**config.mk**
```make
export PLATFORM = sky130hd
export DESIGN_NAME = gwcs_queue
export DESIGN_NICKNAME = d
export VERILOG_FILES = /design/src/rtl/gwcs_pkg.sv /design/src/rtl/gwcs_queue.sv
export SDC_FILE = /design/constraint.sdc
export NUM_CORES = 1
export LEC_CHECK = 0
export ABC_AREA = 1
export BUFFER_PORTS_ARGS = -buffer_cell sky130_fd_sc_hd__buf_2
export CORE_MARGIN = 2
export CORE_UTILIZATION = 25
export CTS_CLUSTER_DIAMETER = 60
export DETAILED_ROUTE_END_ITERATION = 10
export PLACE_DENSITY_LB_ADDON = 0.25
export SYNTH_ARGS = -nofsm -noshare
export SYNTH_HDL_FRONTEND = slang
export SYNTH_SLANG_ARGS = --single-unit
```
**constraint.sdc**
```tcl
create_clock -name clk -period 4.57 [get_ports clk]
set_input_delay 0.914 -clock clk [delete_from_list [all_inputs] [get_ports clk]]
set_output_delay 0.914 -clock clk [all_outputs]
set_load 0.05 [all_outputs]
```
**src/rtl/gwcs_pkg.sv**
```systemverilog
// Shared constants, types and state codes for the grid window capture store.
`timescale 1ns / 1ps

package gwcs_pkg;

  // Store size and coordinate width
  localparam int STORE_DEPTH = 65536;
  localparam int COORD_BITS  = 16;

  // Fixed port widths
  localparam int FIELD_W   = 16;
  localparam int DATA_W    = 8;
  localparam int OP_W      = 2;
  localparam int CFG_IDX_W = 3;

  // Derived widths
  localparam int ADDR_W  = $clog2(STORE_DEPTH);
  localparam int CNT_W   = ADDR_W + 1;
  localparam int PROD2_W = 2 * COORD_BITS;
  localparam int WIDE_W  = (3 * COORD_BITS > CNT_W) ? 3 * COORD_BITS : CNT_W;

  // Command queue between front and back (power of two)
  localparam int Q_DEPTH = 2;
  localparam int Q_PTR_W = $clog2(Q_DEPTH);
  localparam int Q_CNT_W = $clog2(Q_DEPTH + 1);

  typedef logic [COORD_BITS-1:0] coord_t;

  typedef enum logic [OP_W-1:0] {
    OP_START = 2'd0,
    OP_LOAD  = 2'd1,
    OP_READ  = 2'd2,
    OP_FILL  = 2'd3
  } op_t;

  typedef enum logic [CFG_IDX_W-1:0] {
    REG_WIN_I_LOW    = 3'd0,
    REG_WIN_J_LOW    = 3'd1,
    REG_WIN_K_LOW    = 3'd2,
    REG_WIN_I_COUNT  = 3'd3,
    REG_WIN_J_COUNT  = 3'd4,
    REG_WIN_K_COUNT  = 3'd5,
    REG_GRID_I_COUNT = 3'd6,
    REG_GRID_J_COUNT = 3'd7
  } cfg_reg_t;

  typedef struct packed {
    logic [FIELD_W-1:0] win_i_low;
    logic [FIELD_W-1:0] win_j_low;
    logic [FIELD_W-1:0] win_k_low;
    logic [FIELD_W-1:0] win_i_count;
    logic [FIELD_W-1:0] win_j_count;
    logic [FIELD_W-1:0] win_k_count;
    logic [FIELD_W-1:0] grid_i_count;
    logic [FIELD_W-1:0] grid_j_count;
  } cfg_t;

  // Classified item handed from front to back
  typedef struct packed {
    op_t               op;
    logic [DATA_W-1:0] data;
    logic              in_win;
    coord_t            di;
    coord_t            dj;
    coord_t            dk;
  } cmd_t;

  typedef enum logic [2:0] {
    B_IDLE,
    B_MUL,
    B_MUL2,
    B_SUM,
    B_MEM,
    B_RDWAIT,
    B_FILL,
    B_DONE
  } back_state_t;

endpackage

```
**src/rtl/gwcs_queue.sv**
```systemverilog
// Small command queue between the front and back sections.
`timescale 1ns / 1ps

module gwcs_queue (
  input  logic           clk,
  input  logic           rst_n,
  input  logic           push,
  input  gwcs_pkg::cmd_t din,
  output logic           full,
  input  logic           pop,
  output gwcs_pkg::cmd_t dout,
  output logic           empty
);
  import gwcs_pkg::*;

  cmd_t               slot_r [Q_DEPTH];
  logic [Q_PTR_W-1:0] wr_ptr_r, wr_ptr_nxt;
  logic [Q_PTR_W-1:0] rd_ptr_r, rd_ptr_nxt;
  logic [Q_CNT_W-1:0] count_r, count_nxt;
  logic               do_push, do_pop;

  assign full    = (count_r == Q_CNT_W'(Q_DEPTH));
  assign empty   = (count_r == '0);
  assign do_push = push && !full;
  assign do_pop  = pop && !empty;
  assign dout    = slot_r[rd_ptr_r];

  always_comb begin
    wr_ptr_nxt = do_push ? wr_ptr_r + 1'b1 : wr_ptr_r;
    rd_ptr_nxt = do_pop ? rd_ptr_r + 1'b1 : rd_ptr_r;
    count_nxt  = count_r;
    if (do_push && !do_pop) begin
      count_nxt = count_r + 1'b1;
    end else if (do_pop && !do_push) begin
      count_nxt = count_r - 1'b1;
    end
  end

  always_ff @(posedge clk) begin
    if (!rst_n) begin
      wr_ptr_r <= '0;
      rd_ptr_r <= '0;
      count_r  <= '0;
    end else begin
      wr_ptr_r <= wr_ptr_nxt;
      rd_ptr_r <= rd_ptr_nxt;
      count_r  <= count_nxt;
    end
  end

  always_ff @(posedge clk) begin
    if (do_push) begin
      slot_r[wr_ptr_r] <= din;
    end
  end

endmodule

```
Word-level counts from Yosys, hierarchy flattened
Memories as Yosys holds them, arrays and structs flattened. A register that Yosys moved wholly into a read port is not among the register bits.
Cells that the tools add are included.
{"block": "classes", "mux": 6, "n_reduce_logical": 10, "eq_ne": 1, "add_sub_neg": 4}
{"operator": "logical AND 1 bit", "n": 4}
{"operator": "zero test 1 bit", "n": 4}
{"operator": "two-way mux 1 bit", "n": 4}
{"operator": "two-way mux 2 bit", "n": 2}
{"operator": "adder 1 bit (second input constant)", "n": 2}
{"operator": "adder 2 x 1 -> 2 bit (second input constant)", "n": 1}
{"operator": "== test 2 bit (second input constant)", "n": 1}
{"operator": "zero test 2 bit", "n": 1}
{"operator": "nonzero test 2 bit", "n": 1}
{"operator": "subtractor 2 x 1 -> 2 bit (second input constant)", "n": 1}
{"block": "totals", "out_inout_bits": 61, "mem_count": 1, "mem_bits_rw": 118, "ff_bits": 4}
{"memory": "slot_r", "depth": 2, "width": 59, "rd": 1, "rd_ports_with_merged_regs": 1, "wr": 1, "line_no": "gwcs_queue.sv:16", "source": "cmd_t slot_r [Q_DEPTH];"}

Longest topological paths before layout
{"block": "logic_depth", "depth_word": 7, "mapped_depth": 10, "mapped_depth_nobuf": 10}

Least setup slack after synthesis
OpenSTA, ideal clock, no wires.
{"block": "synth_path", "path_kind": "input port to flip-flop", "start": "input push", "end": "memory slot_r[0][0] (netlist name) (enable)", "setup_slack_ps": 555, "required_ps": 4094, "path_stages": 2, "setup_ps": 476, "arrival_time_ps": 3539, "path_buffers": 0, "cell_sequence": "o21ai_0 nor2_1"}
{"block": "synth_between", "elab_chain_len": 3}
{"element": "start, declared", "line_no": "gwcs_queue.sv:7", "source": "input logic push,"}
{"element": "logical AND 1 bit", "line_no": "gwcs_queue.sv:24", "source": "assign do_push = push && !full;"}
{"element": "two-way mux 1 bit", "line_no": "gwcs_queue.sv:52", "source": "if (do_push) begin"}
{"element": "two-way mux 1 bit (not written as such)", "line_no": "gwcs_queue.sv:53", "source": "slot_r[wr_ptr_r] <= din;"}
{"element": "end, declared", "line_no": "gwcs_queue.sv:16"}
No other way between the ends.

==> run metrics <==
Critical Path, Cell by Cell mux2_2, buf_2; Place WS 1.999 ns; Maximum Capacitance Violations 0; worst setup path class flop to output port; Max VDD drop about 280 uV; Iter 0 DRT Violations between 100 and 150; crit path capture type output port; I/O Buffers 123; gr usage total 0.09419; row cnt 49; DRT Pass-1 Iters 4; n_diodes 0; Mapped Area 4544 um2; RePlAce Congestion between 0.6 and 0.7; Synth Warn # 0; Crit path largest cell delay 0.95 ns; Clock Sinks approximately 120; initial antenna violation count 1; via count 2393; clock slew at reported path FFs around 0.05 ns; Gate Count Post-Synth about 220; filler instances ~1800; area share of the largest cell type after synthesis 0.7797; Slew @ Worst Pin between 0.9 and 1 ns; top cells by area, synth edfxtp_1 78%, mux2_2 12%, mux2_4 3.3%; fraction of layout cells with a size suffix above 1 0.5887; RSZ-0062 raised after global routing no; skew final 0.007482 ns; Slew Viols, Final 0; min setup slack post-route 1.633 ns; final wirelength 8829 um; final hold violation count 0; Final min period 2.937 ns; Antenna Nets Post-Route 0; pin count of the biggest net entering global routing 60; TritonCTS clock tree done; Root Driver clkbuf_16; Slowest cell on crit path dfxtp_4; Wirelength per Cell 14.69 um; post-synth top area cell edfxtp_1; slew margin rel. 0.3976; area grow syn2layout 35.21%; Unique masters post-synth 15; hpwl dp 5588 um; H-tree levels 4; core outline area 17900 um2; fmax 340.5 MHz; worst-skew pair later-pin latency 0.41 ns; Arrival @ worst endpoint 2.02 ns; die extent in y 138.8 um; # DRC 0; first-pass GRT wire length 13570 um; most frequent cells in the layout 123 x buf_2, 118 x edfxtp_1, 49 x mux2_2; Die W approximately 140 um; Final Util 0.3432; Avg Synthesized Cell Area 20.47 um2; IO Count 124; Critical Path RT 3.66 ns; FF+latch count, synth 123; path category of the worst min-delay check flop to flop; die area 19270 um2; Nets 423; total global routing overflow 0; Starting Density 0.2538; Setup violations, final 0; Pleak 2.312 nW; postcts setup bufs 0; status finished clean; Critical Path Start Type flop; Num CTS Buffers 17; post-cts resize count 0; most common library cell in the layout ignoring fill and taps buf_2; Pwr Density 689.6 nW/um2; setup TNS 0 ns; vias in the first global route 2567; syn_nets 286; Avg Vias per Cell 3.982; ratio of final minimum period to clock period 0.6426; Clock Path Buffers 2; cts hold-fix bufs 0; post-synthesis sequential area ratio 0.8018; CP max FO 59
[final timing paths]
path,startpoint,to,slack [ns],depth (start not counted)
max reg2reg,count_r[1]$_SDFFE_PN0P_,count_r[1]$_SDFFE_PN0P_,2.56,9
min,rd_ptr_r$_SDFFE_PN0P_,rd_ptr_r$_SDFFE_PN0P_,0.51,2
max,flop,dout[56],1.63,2
min reg2reg,rd_ptr_r$_SDFFE_PN0P_,rd_ptr_r$_SDFFE_PN0P_,0.51,2
[final cells by class]
type | count | area, um2 | area share
Multi-Input combinational cell | 83 | 824.5 | 0.1342
Timing Repair Buffer | 125 | 655.6 | 0.1067
Clock buffer | 17 | 425.4 | 0.06923
Tap cell | 229 | 286.5 | 0.04663
Clock inverter | 15 | 271.5 | 0.04419
Sequential cell | 123 | 3647 | 0.5936
Inverter | 9 | 33.78 | 0.005498
[cell usage after synthesis, drive strengths merged]
| library cell | n |
|---|---|
| nand2 | 6 |
| edfxtp | 118 |
| inv | 9 |
| nor2 | 11 |
| buf | 7 |
| mux2 | 59 |
| dfxtp | 5 |
| nand3 | 1 |
| a21oi | 1 |
| o21ai | 3 |
| ha | 1 |
| nand4 | 1 |
[worst max-delay path, delay by kind of cell (launching register included)]
family	cells	cell delay, ns
buffers and inverters	1	0.21
flip-flops	1	0.95
multiplexers	1	0.43
[cells by family after synthesis]
| kind of cell | after synthesis | synth area share |
|---|---|---|
| DFF | 123 | 0.8018 |
| and+or+nand+nor | 19 | 0.01652 |
| AOI/OAI and AO/OA | 4 | 0.004403 |
| adders and majority gates | 1 | 0.002753 |
| muxes | 59 | 0.1545 |
| buffers and inverters | 16 | 0.02010 |
[state kept, by name, summed over array words and instances (netlist names), named ones only]
| name | count |
|---|---|
| rd_ptr_r | 1 |
| wr_ptr_r | 1 |
| count_r | 2 |
| slot_r | 118 |
[per-layer routing]
layer  part of all wire  vias up  track usage
li1                   -     1132            -
met1               0.41     1164      0.09839
met2               0.50       76       0.1589
met3              0.063       19      0.04178
met4              0.022        2      0.05210
met5             0.0018        -            0
[through the flow]
stage / instance area, um2 / instances / total power, W / hold slack [ns]
after floorplan: 4544 / 222 / 0.002451 / 0.4669
after global placement: 5448 / 569 / 0.002706 / 0.4870
after detailed placement: 5448 / 569 / 0.002723 / 0.4855
after CTS: 6145 / 601 / 0.004309 / 0.5118
after global routing: 6145 / 601 / 0.004415 / 0.5463
final: 6145 / 601 / 0.004238 / 0.5069
[power by group]
part	switching [W]	leakage, nW	internal (W)
registers	0.000103	1.14	0.00143
clock network	0.000488	0.325	0.00108
logic	0.000814	0.844	0.000328
(Power assumes the default switching activity.)
