--- src/rtl/gwcs_pkg.sv ---
// Shared constants, types and state codes for the grid window capture store.
`timescale 1ns / 1ps

package gwcs_pkg;

  // Store size and coordinate width
  localparam int STORE_DEPTH = 65536;
  localparam int COORD_BITS  = 16;

  // Fixed port widths
  localparam int FIELD_W   = 16;
  localparam int DATA_W    = 8;
  localparam int OP_W      = 2;
  localparam int CFG_IDX_W = 3;

  // Derived widths
  localparam int ADDR_W  = $clog2(STORE_DEPTH);
  localparam int CNT_W   = ADDR_W + 1;
  localparam int PROD2_W = 2 * COORD_BITS;
  localparam int WIDE_W  = (3 * COORD_BITS > CNT_W) ? 3 * COORD_BITS : CNT_W;

  // Command queue between front and back (power of two)
  localparam int Q_DEPTH = 2;
  localparam int Q_PTR_W = $clog2(Q_DEPTH);
  localparam int Q_CNT_W = $clog2(Q_DEPTH + 1);

  typedef logic [COORD_BITS-1:0] coord_t;

  typedef enum logic [OP_W-1:0] {
    OP_START = 2'd0,
    OP_LOAD  = 2'd1,
    OP_READ  = 2'd2,
    OP_FILL  = 2'd3
  } op_t;

  typedef enum logic [CFG_IDX_W-1:0] {
    REG_WIN_I_LOW    = 3'd0,
    REG_WIN_J_LOW    = 3'd1,
    REG_WIN_K_LOW    = 3'd2,
    REG_WIN_I_COUNT  = 3'd3,
    REG_WIN_J_COUNT  = 3'd4,
    REG_WIN_K_COUNT  = 3'd5,
    REG_GRID_I_COUNT = 3'd6,
    REG_GRID_J_COUNT = 3'd7
  } cfg_reg_t;

  typedef struct packed {
    logic [FIELD_W-1:0] win_i_low;
    logic [FIELD_W-1:0] win_j_low;
    logic [FIELD_W-1:0] win_k_low;
    logic [FIELD_W-1:0] win_i_count;
    logic [FIELD_W-1:0] win_j_count;
    logic [FIELD_W-1:0] win_k_count;
    logic [FIELD_W-1:0] grid_i_count;
    logic [FIELD_W-1:0] grid_j_count;
  } cfg_t;

  // Classified item handed from front to back
  typedef struct packed {
    op_t               op;
    logic [DATA_W-1:0] data;
    logic              in_win;
    coord_t            di;
    coord_t            dj;
    coord_t            dk;
  } cmd_t;

  typedef enum logic [2:0] {
    B_IDLE,
    B_MUL,
    B_MUL2,
    B_SUM,
    B_MEM,
    B_RDWAIT,
    B_FILL,
    B_DONE
  } back_state_t;

endpackage

--- src/rtl/gwcs_front.sv ---
// Front section: accept items, track the raster position, classify against the window.
`timescale 1ns / 1ps

module gwcs_front (
  input  logic                          clk,
  input  logic                          rst_n,
  input  logic                          in_push,
  input  logic [gwcs_pkg::OP_W-1:0]     in_op,
  input  logic [gwcs_pkg::DATA_W-1:0]   in_data,
  input  logic [gwcs_pkg::FIELD_W-1:0]  in_i_pos,
  input  logic [gwcs_pkg::FIELD_W-1:0]  in_j_pos,
  input  logic [gwcs_pkg::FIELD_W-1:0]  in_k_pos,
  output logic                          in_full,
  input  gwcs_pkg::cfg_t                cfg,
  input  logic                          q_full,
  output logic                          q_push,
  output gwcs_pkg::cmd_t                q_cmd
);
  import gwcs_pkg::*;

  coord_t              i_follow_r, i_follow_nxt;
  coord_t              j_follow_r, j_follow_nxt;
  coord_t              k_follow_r, k_follow_nxt;
  op_t                 op;
  logic                accept;
  coord_t              pos_i, pos_j, pos_k;
  coord_t              ilo, jlo, klo, ic, jc, kc, gi, gj;
  coord_t              rel_i, rel_j, rel_k;
  logic                in_i, in_j, in_k, three_d;
  logic [COORD_BITS:0] ni, nj;
  logic                i_wrap, j_wrap;

  assign op      = op_t'(in_op);
  assign accept  = in_push && !q_full;
  assign in_full = q_full;
  assign q_push  = accept;

  assign ilo = coord_t'(cfg.win_i_low);
  assign jlo = coord_t'(cfg.win_j_low);
  assign klo = coord_t'(cfg.win_k_low);
  assign ic  = coord_t'(cfg.win_i_count);
  assign jc  = coord_t'(cfg.win_j_count);
  assign kc  = coord_t'(cfg.win_k_count);
  assign gi  = coord_t'(cfg.grid_i_count);
  assign gj  = coord_t'(cfg.grid_j_count);

  // Loads use the raster position, reads carry their own
  assign pos_i = (op == OP_LOAD) ? i_follow_r : coord_t'(in_i_pos);
  assign pos_j = (op == OP_LOAD) ? j_follow_r : coord_t'(in_j_pos);
  assign pos_k = (op == OP_LOAD) ? k_follow_r : coord_t'(in_k_pos);

  assign rel_i   = pos_i - ilo;
  assign rel_j   = pos_j - jlo;
  assign rel_k   = pos_k - klo;
  assign in_i    = (pos_i >= ilo) && (rel_i < ic);
  assign in_j    = (pos_j >= jlo) && (rel_j < jc);
  assign in_k    = (pos_k >= klo) && (rel_k < kc);
  assign three_d = (kc != '0);

  always_comb begin
    q_cmd.op     = op;
    q_cmd.data   = in_data;
    q_cmd.in_win = in_i && in_j && (!three_d || in_k);
    q_cmd.di     = rel_i;
    q_cmd.dj     = rel_j;
    q_cmd.dk     = three_d ? rel_k : '0;
  end

  // Raster stepping: i wraps into j, j wraps into k, k saturates
  assign ni     = {1'b0, i_follow_r} + 1'b1;
  assign nj     = {1'b0, j_follow_r} + 1'b1;
  assign i_wrap = (ni >= {1'b0, gi});
  assign j_wrap = (nj >= {1'b0, gj});

  always_comb begin
    i_follow_nxt = i_follow_r;
    j_follow_nxt = j_follow_r;
    k_follow_nxt = k_follow_r;
    if (accept) begin
      unique case (op)
        OP_START: begin
          i_follow_nxt = '0;
          j_follow_nxt = '0;
          k_follow_nxt = '0;
        end
        OP_LOAD: begin
          if (i_wrap) begin
            i_follow_nxt = '0;
            if (j_wrap) begin
              j_follow_nxt = '0;
              if (k_follow_r != '1) begin
                k_follow_nxt = k_follow_r + 1'b1;
              end
            end else begin
              j_follow_nxt = nj[COORD_BITS-1:0];
            end
          end else begin
            i_follow_nxt = ni[COORD_BITS-1:0];
          end
        end
        OP_READ, OP_FILL: begin
        end
      endcase
    end
  end

  always_ff @(posedge clk) begin
    if (!rst_n) begin
      i_follow_r <= '0;
      j_follow_r <= '0;
      k_follow_r <= '0;
    end else begin
      i_follow_r <= i_follow_nxt;
      j_follow_r <= j_follow_nxt;
      k_follow_r <= k_follow_nxt;
    end
  end

endmodule

--- config.mk ---
export PLATFORM = sky130hd
export DESIGN_NAME = gwcs_front
export DESIGN_NICKNAME = d
export VERILOG_FILES = /design/src/rtl/gwcs_pkg.sv /design/src/rtl/gwcs_front.sv
export SDC_FILE = /design/constraint.sdc
export NUM_CORES = 1
export LEC_CHECK = 0
export ABC_AREA = 1
export CORE_UTILIZATION = 42
export CTS_BUF_LIST = sky130_fd_sc_hd__clkbuf_4 sky130_fd_sc_hd__clkbuf_8
export DETAILED_ROUTE_END_ITERATION = 8
export DONT_BUFFER_PORTS = 1
export HOLD_SLACK_MARGIN = 0.08
export PLACE_DENSITY = 0.65
export SYNTH_ARGS = -nofsm -noshare
export SYNTH_HDL_FRONTEND = slang
export SYNTH_SLANG_ARGS = --single-unit
export TNS_END_PERCENT = 10
--- constraint.sdc ---
create_clock -name clk -period 12.3 [get_ports clk]
set_input_delay 1.845 -clock clk [delete_from_list [all_inputs] [get_ports clk]]
set_output_delay 1.845 -clock clk [all_outputs]
set_load 0.05 [all_outputs]
# Word level (Yosys, flattened, before mapping)
# Cells that the tools add are included.
totals:
  reg_bits: 48
  input_bits: 190
  out_inout_bits: 61
  elab_cells: 50
op_classes:
  addsub: 6
  order_cmp: 8
  n_eq_ne: 5
  mux: 13
  reduce_logical: 15
ops:
  columns: ["operator", "n"]
  rows:
  - ["16-bit 2-to-1 mux", 10]
  - ["16-bit case mux with 2 select lines", 3]
  - ["16-bit >= comparator", 3]
  - ["16-bit less-than comparator", 3]
  - ["16-bit subtractor", 3]
  - ["16-bit by 1-bit adder with 17-bit output (second input constant)", 2]
  - ["17-bit by 16-bit >= comparator with 1-bit output", 2]
  - ["16-bit by 1-bit adder with 16-bit output (second input constant)", 1]
  - ["16-bit != test (second input constant)", 1]
  - ["16-bit nonzero test", 1]
  - ["1-bit logical AND", 6]
  - ["5-bit AND reduction", 1]
  - ["2-bit != test (second input constant)", 2]
  - ["3-bit AND reduction", 1]
  - ["2-bit by 1-bit equality test with 1-bit output (second input constant)", 1]
  - ["1-bit logical NOT", 2]
  - ["2-bit logical NOT", 1]
  - ["2-bit by 1-bit != test with 1-bit output (second input constant)", 1]
  - ["2-bit AND reduction", 1]
  - ["2-bit nonzero test", 1]
  - ["1-bit logical OR", 1]

# Longest topological paths before layout
logic_depth:
  depth_word: 7
  depth_mapped: 31
  mapped_depth_nobuf: 29

# Least setup slack after synthesis
# OpenSTA, ideal clock, no wires.
synth_path:
  path_kind: "input port to output port"
  from: "in in_op[1] (netlist bit)"
  to: "out q_cmd[48] (netlist bit)"
  t_arrival_ps: 6380
  required_ps: 10455
  path_slack_ps: 4075
  cell_stages: 27
  path_buffers: 2
  cell_sequence: "inv_1 nand2_1 inv_1 clkbuf_1 clkbuf_1 nand2_1 o21ai_0 ha_1 inv_1 fa_1 nand3_1 nand3_1 a21oi_1 o21ai_0 a21oi_1 o21ai_0 nand2_1 nand2_1 xor2_1 ha_1 nand2_1 o21ai_0 nor4_1 nand3_1 nor2_1 nand2_1 inv_1"
synth_rtl:
  columns: ["item", "line", "source"]
  rows:
  - ["from (decl)", "gwcs_front.sv:8", "input logic [gwcs_pkg::OP_W-1:0] in_op,"]
  - ["to (decl)", "gwcs_front.sv:17", "output gwcs_pkg::cmd_t q_cmd"]

==> results list <==
* All-layer global routing usage: 21.6%
- During synthesis, Yosys emitted a total of 0 warnings.
* Fin. Hold Viols: 0
* Die extent in y: 139 um
- At the end of the flow the core is filled with cells to 45.0%.
- Measured against its own limit, the worst slew margin works out to 18.7%.
- Once detail routing completed, the nets flagged for antenna violations numbered 0.
- The first global-routing pass estimated 34600 um of wire.
* Die area: 19400 um^2
- Setup violations remaining at the end of the flow were counted as 0.
- Fraction of synthesized cell area taken by the top area cell type: 20.3%
- The worst path uses 74.2% of the clock period.
- Area added between synthesis and finish: 3.64%
- The synthesized design contains 0 enable-type register cells.
- During placement, the flow inserted port buffers numbering 0.
- Wires add up to 21300 um.
- Portion of total power attributed to sequential cells: 22.1%
- Wirelength per Cell: 14.0 um
- The initial antenna violation count was 0.
- Most common cell in the synthesized netlist: nand2_1
- FF+latch count, synth: 48
- Net count, final: 1611
* Core Area: 18200 um^2
- Setup repair after global routing left no endpoint under its margin.
- Max Transition Viols Final: 0
- Residual DRC count: 20
- Number of max-cap violations: 0
* Leakage power: 4.47 nW
* Length of the first detailed-routing pass in iterations: 7
* Yosys top cell by area: ha_1
- By startpoint and endpoint, the worst setup path is classified as primary input to output port.
- After clock tree synthesis, the flow added hold-fix buffers numbering 0.
* Die extent in x: 139 um
- Cell at the root of the clock tree: clkbuf_8
- The number of nets handed over by synthesis was 1631.
- In this run, CTS created clock tree buffers numbering 5.
* Top flip-flop cell by instance count after synthesis: dfxtp_1
- Clock tree from TritonCTS: yes
- After clock tree synthesis, the setup repair step added 0 buffers.
* # H-tree levels: 2
* Number of global-route vias before repair: 7336
- Mean instance size in the synthesized netlist: 6.03 um^2
- Async SR Flop Fraction: 0%
- Area of combinational cells with multiple inputs: 5750 um^2
- Remaining global-route overflow: 0
- Pwr dens: 88.8 nW/um^2
* Seq/Total Area, Yosys: 12.2%
- Measured slew at the worst slew-check pin: 1.21 ns
* Shortest period the worst path allows: 9.12 ns
* Share of cells above drive strength 1: 2.63%
* Worst hold path type: flop to flop
* Count of boundary I/O pins: 251
- Violations in the final reports: DRC
- At the later pin of the worst-skew pair, clock insertion delay measures 0.31 ns.
- The run finished, with violations left.
- Vias: 7784
- After synthesis the cells add up to 7900 um^2.
- Filler cells: 2024
- Data arrives at the worst endpoint at 7.28 ns.
- The repair_antennas step left the layout with diodes totalling 0.
- The netlist uses 45 different library cells.
* FF+latch area: 961 um^2
- Internal power: 0.000350 W
- Gates resized during post-CTS repair numbered 0.
- Synthesis handed over a netlist of 1310 instances.
* Endpoint required time on the critical path: 10.45 ns
* Register clock-pin slew on the reported worst setup and hold paths: 0.10 ns
- In this run switching power makes up 51.9% of total power.
- Combinational share of power: 58.3%
- The detailed router finished its first iteration with 306 violations.
- Once the floorplan was initialized, standard cells occupied 43.4% of the core.
- Cells taking the most area after synthesis: ha_1, nand2_1, inv_1
* Clock network fraction of total power: 19.6%
* Switching pwr: 0.000377 W
* CTS Buffer Depth: 2
* Largest net degree at the start of global routing: 59
- After routing, the total negative slack on setup checks comes to 0 ns.
- Number of clock sinks: 48
- Crit path capture type: output port
- DP HPWL: 18400 um
- Between clock sinks in the finished design, the worst skew comes to 0.0131 ns.
- Worst setup SP type: primary input
- Mean number of vias per cell: 5.12
- Counting instances in the post-synthesis netlist gives the leading cell types as nand2_1, inv_1, ha_1, nor2_1, a21oi_1.
* Worst-case vdd ir drop: 0.0511 mV
- Weighted congestion at the end of routability-driven global placement: 0.902
* Highest clock rate: 110 MHz
- Worst-path fanout max: 38
* Row cnt: 49
[stage by stage]
step / worst slack, ns / instances / hold WS, ns / instance area (um^2) / power [W]
detailed placement: 3.16 / 1512 / 0.457 / 8050 / 0.000587
global route: 2.69 / 1520 / 0.521 / 8190 / 0.000781
global placement: 3.28 / 1512 / 0.455 / 8050 / 0.000582
finish: 3.18 / 1520 / 0.470 / 8190 / 0.000727
floorplan: 4.08 / 1310 / 0.445 / 7900 / 0.000531
CTS: 3.14 / 1520 / 0.473 / 8190 / 0.000732
[cells by family after synthesis]
logic type / Yosys count / synth area share, %
and+or+nand+nor: 555 / 30.2
buffers and inverters: 301 / 15.1
AOI/OAI and AO/OA: 209 / 14.2
adders and majority gates: 131 / 21.0
xor gates and xnor gates: 65 / 7.21
DFF: 48 / 12.2
muxes: 1 / 0.127
[sequential cells by signal, indices dropped and copies added (netlist names)]
signal	cells
i_follow_r	16
j_follow_r	16
k_follow_r	16
[power groups by stage]
stage | logic (W) | clock network [W] | registers (W)
finish | 0.000424 | 0.000143 | 0.000160
global route | 0.000469 | 0.000151 | 0.000161
CTS | 0.000425 | 0.000146 | 0.000160
detailed placement | 0.000423 | 0 | 0.000164
global placement | 0.000418 | 0 | 0.000164
floorplan | 0.000368 | 0 | 0.000163
[cells in the final DEF (no fill, tap or decap), types with 4 or more instances in the layout]
cell	netlist	routed
nand2_1	315	314
inv_1	265	265
ha_1	128	128
nor2_1	107	107
a21oi_1	91	91
o21ai_0	90	90
xor2_1	59	59
nand3_1	57	57
dfxtp_1	48	48
nand4_1	26	26
nor3_1	14	14
nor4_1	13	13
a21o_1	9	9
buf_4	12	7
xnor2_1	6	6
clkbuf_8	0	5
nand2_2	3	4
a31oi_1	4	4
or2_2	4	4
nand3b_1	4	4
[routing by layer]
metal	GRT usage, %	wire, um	vias up
met3	4.66	1550	20
met2	37.3	9780	233
met4	4.56	278	0
li1	-	-	4134
met5	0	0	-
met1	27.5	9680	3397
[path summary, 6_finish.rpt]
kind                                    start                     endpoint  slack [ns]  cells after the start
setup / recovery                     in_op[1]                    q_cmd[48]        3.18                     25
hold / removal    i_follow_r[14]$_SDFFE_PN0P_  i_follow_r[14]$_SDFFE_PN0P_        0.47                      2
setup reg to reg   i_follow_r[0]$_SDFFE_PN0P_  i_follow_r[13]$_SDFFE_PN0P_        8.38                     21
hold reg to reg   i_follow_r[14]$_SDFFE_PN0P_  i_follow_r[14]$_SDFFE_PN0P_        0.47                      2
[worst max-delay path, stage by stage]
cell	delay, ns
inv_1	0.03
nand2_2	0.04
buf_4	0.30
inv_1	0.40
o21ai_0	0.29
ha_1	0.17
inv_1	0.06
fa_1	0.40
nand3_1	0.11
nand3_1	0.12
a21oi_1	0.21
o21ai_0	0.19
a21oi_1	0.24
o21ai_0	0.16
nand2_1	0.09
nand2_1	0.06
xor2_1	0.89
ha_1	0.41
nand2_1	0.07
o21ai_0	0.21
nor4_1	0.32
nand3_1	0.11
nor2_1	0.16
nand2_1	0.07
inv_1	0.32
[layout make-up]
cell class	count	share of cell area, %
clock inverter	3	0.840
sequential	48	11.7
inverter	267	12.2
timing repair buffer	7	0.642
multi-input combinational	961	70.2
tap	229	3.50
clock buffer	5	0.840
Note: power is estimated with default switching activity, not from simulation.
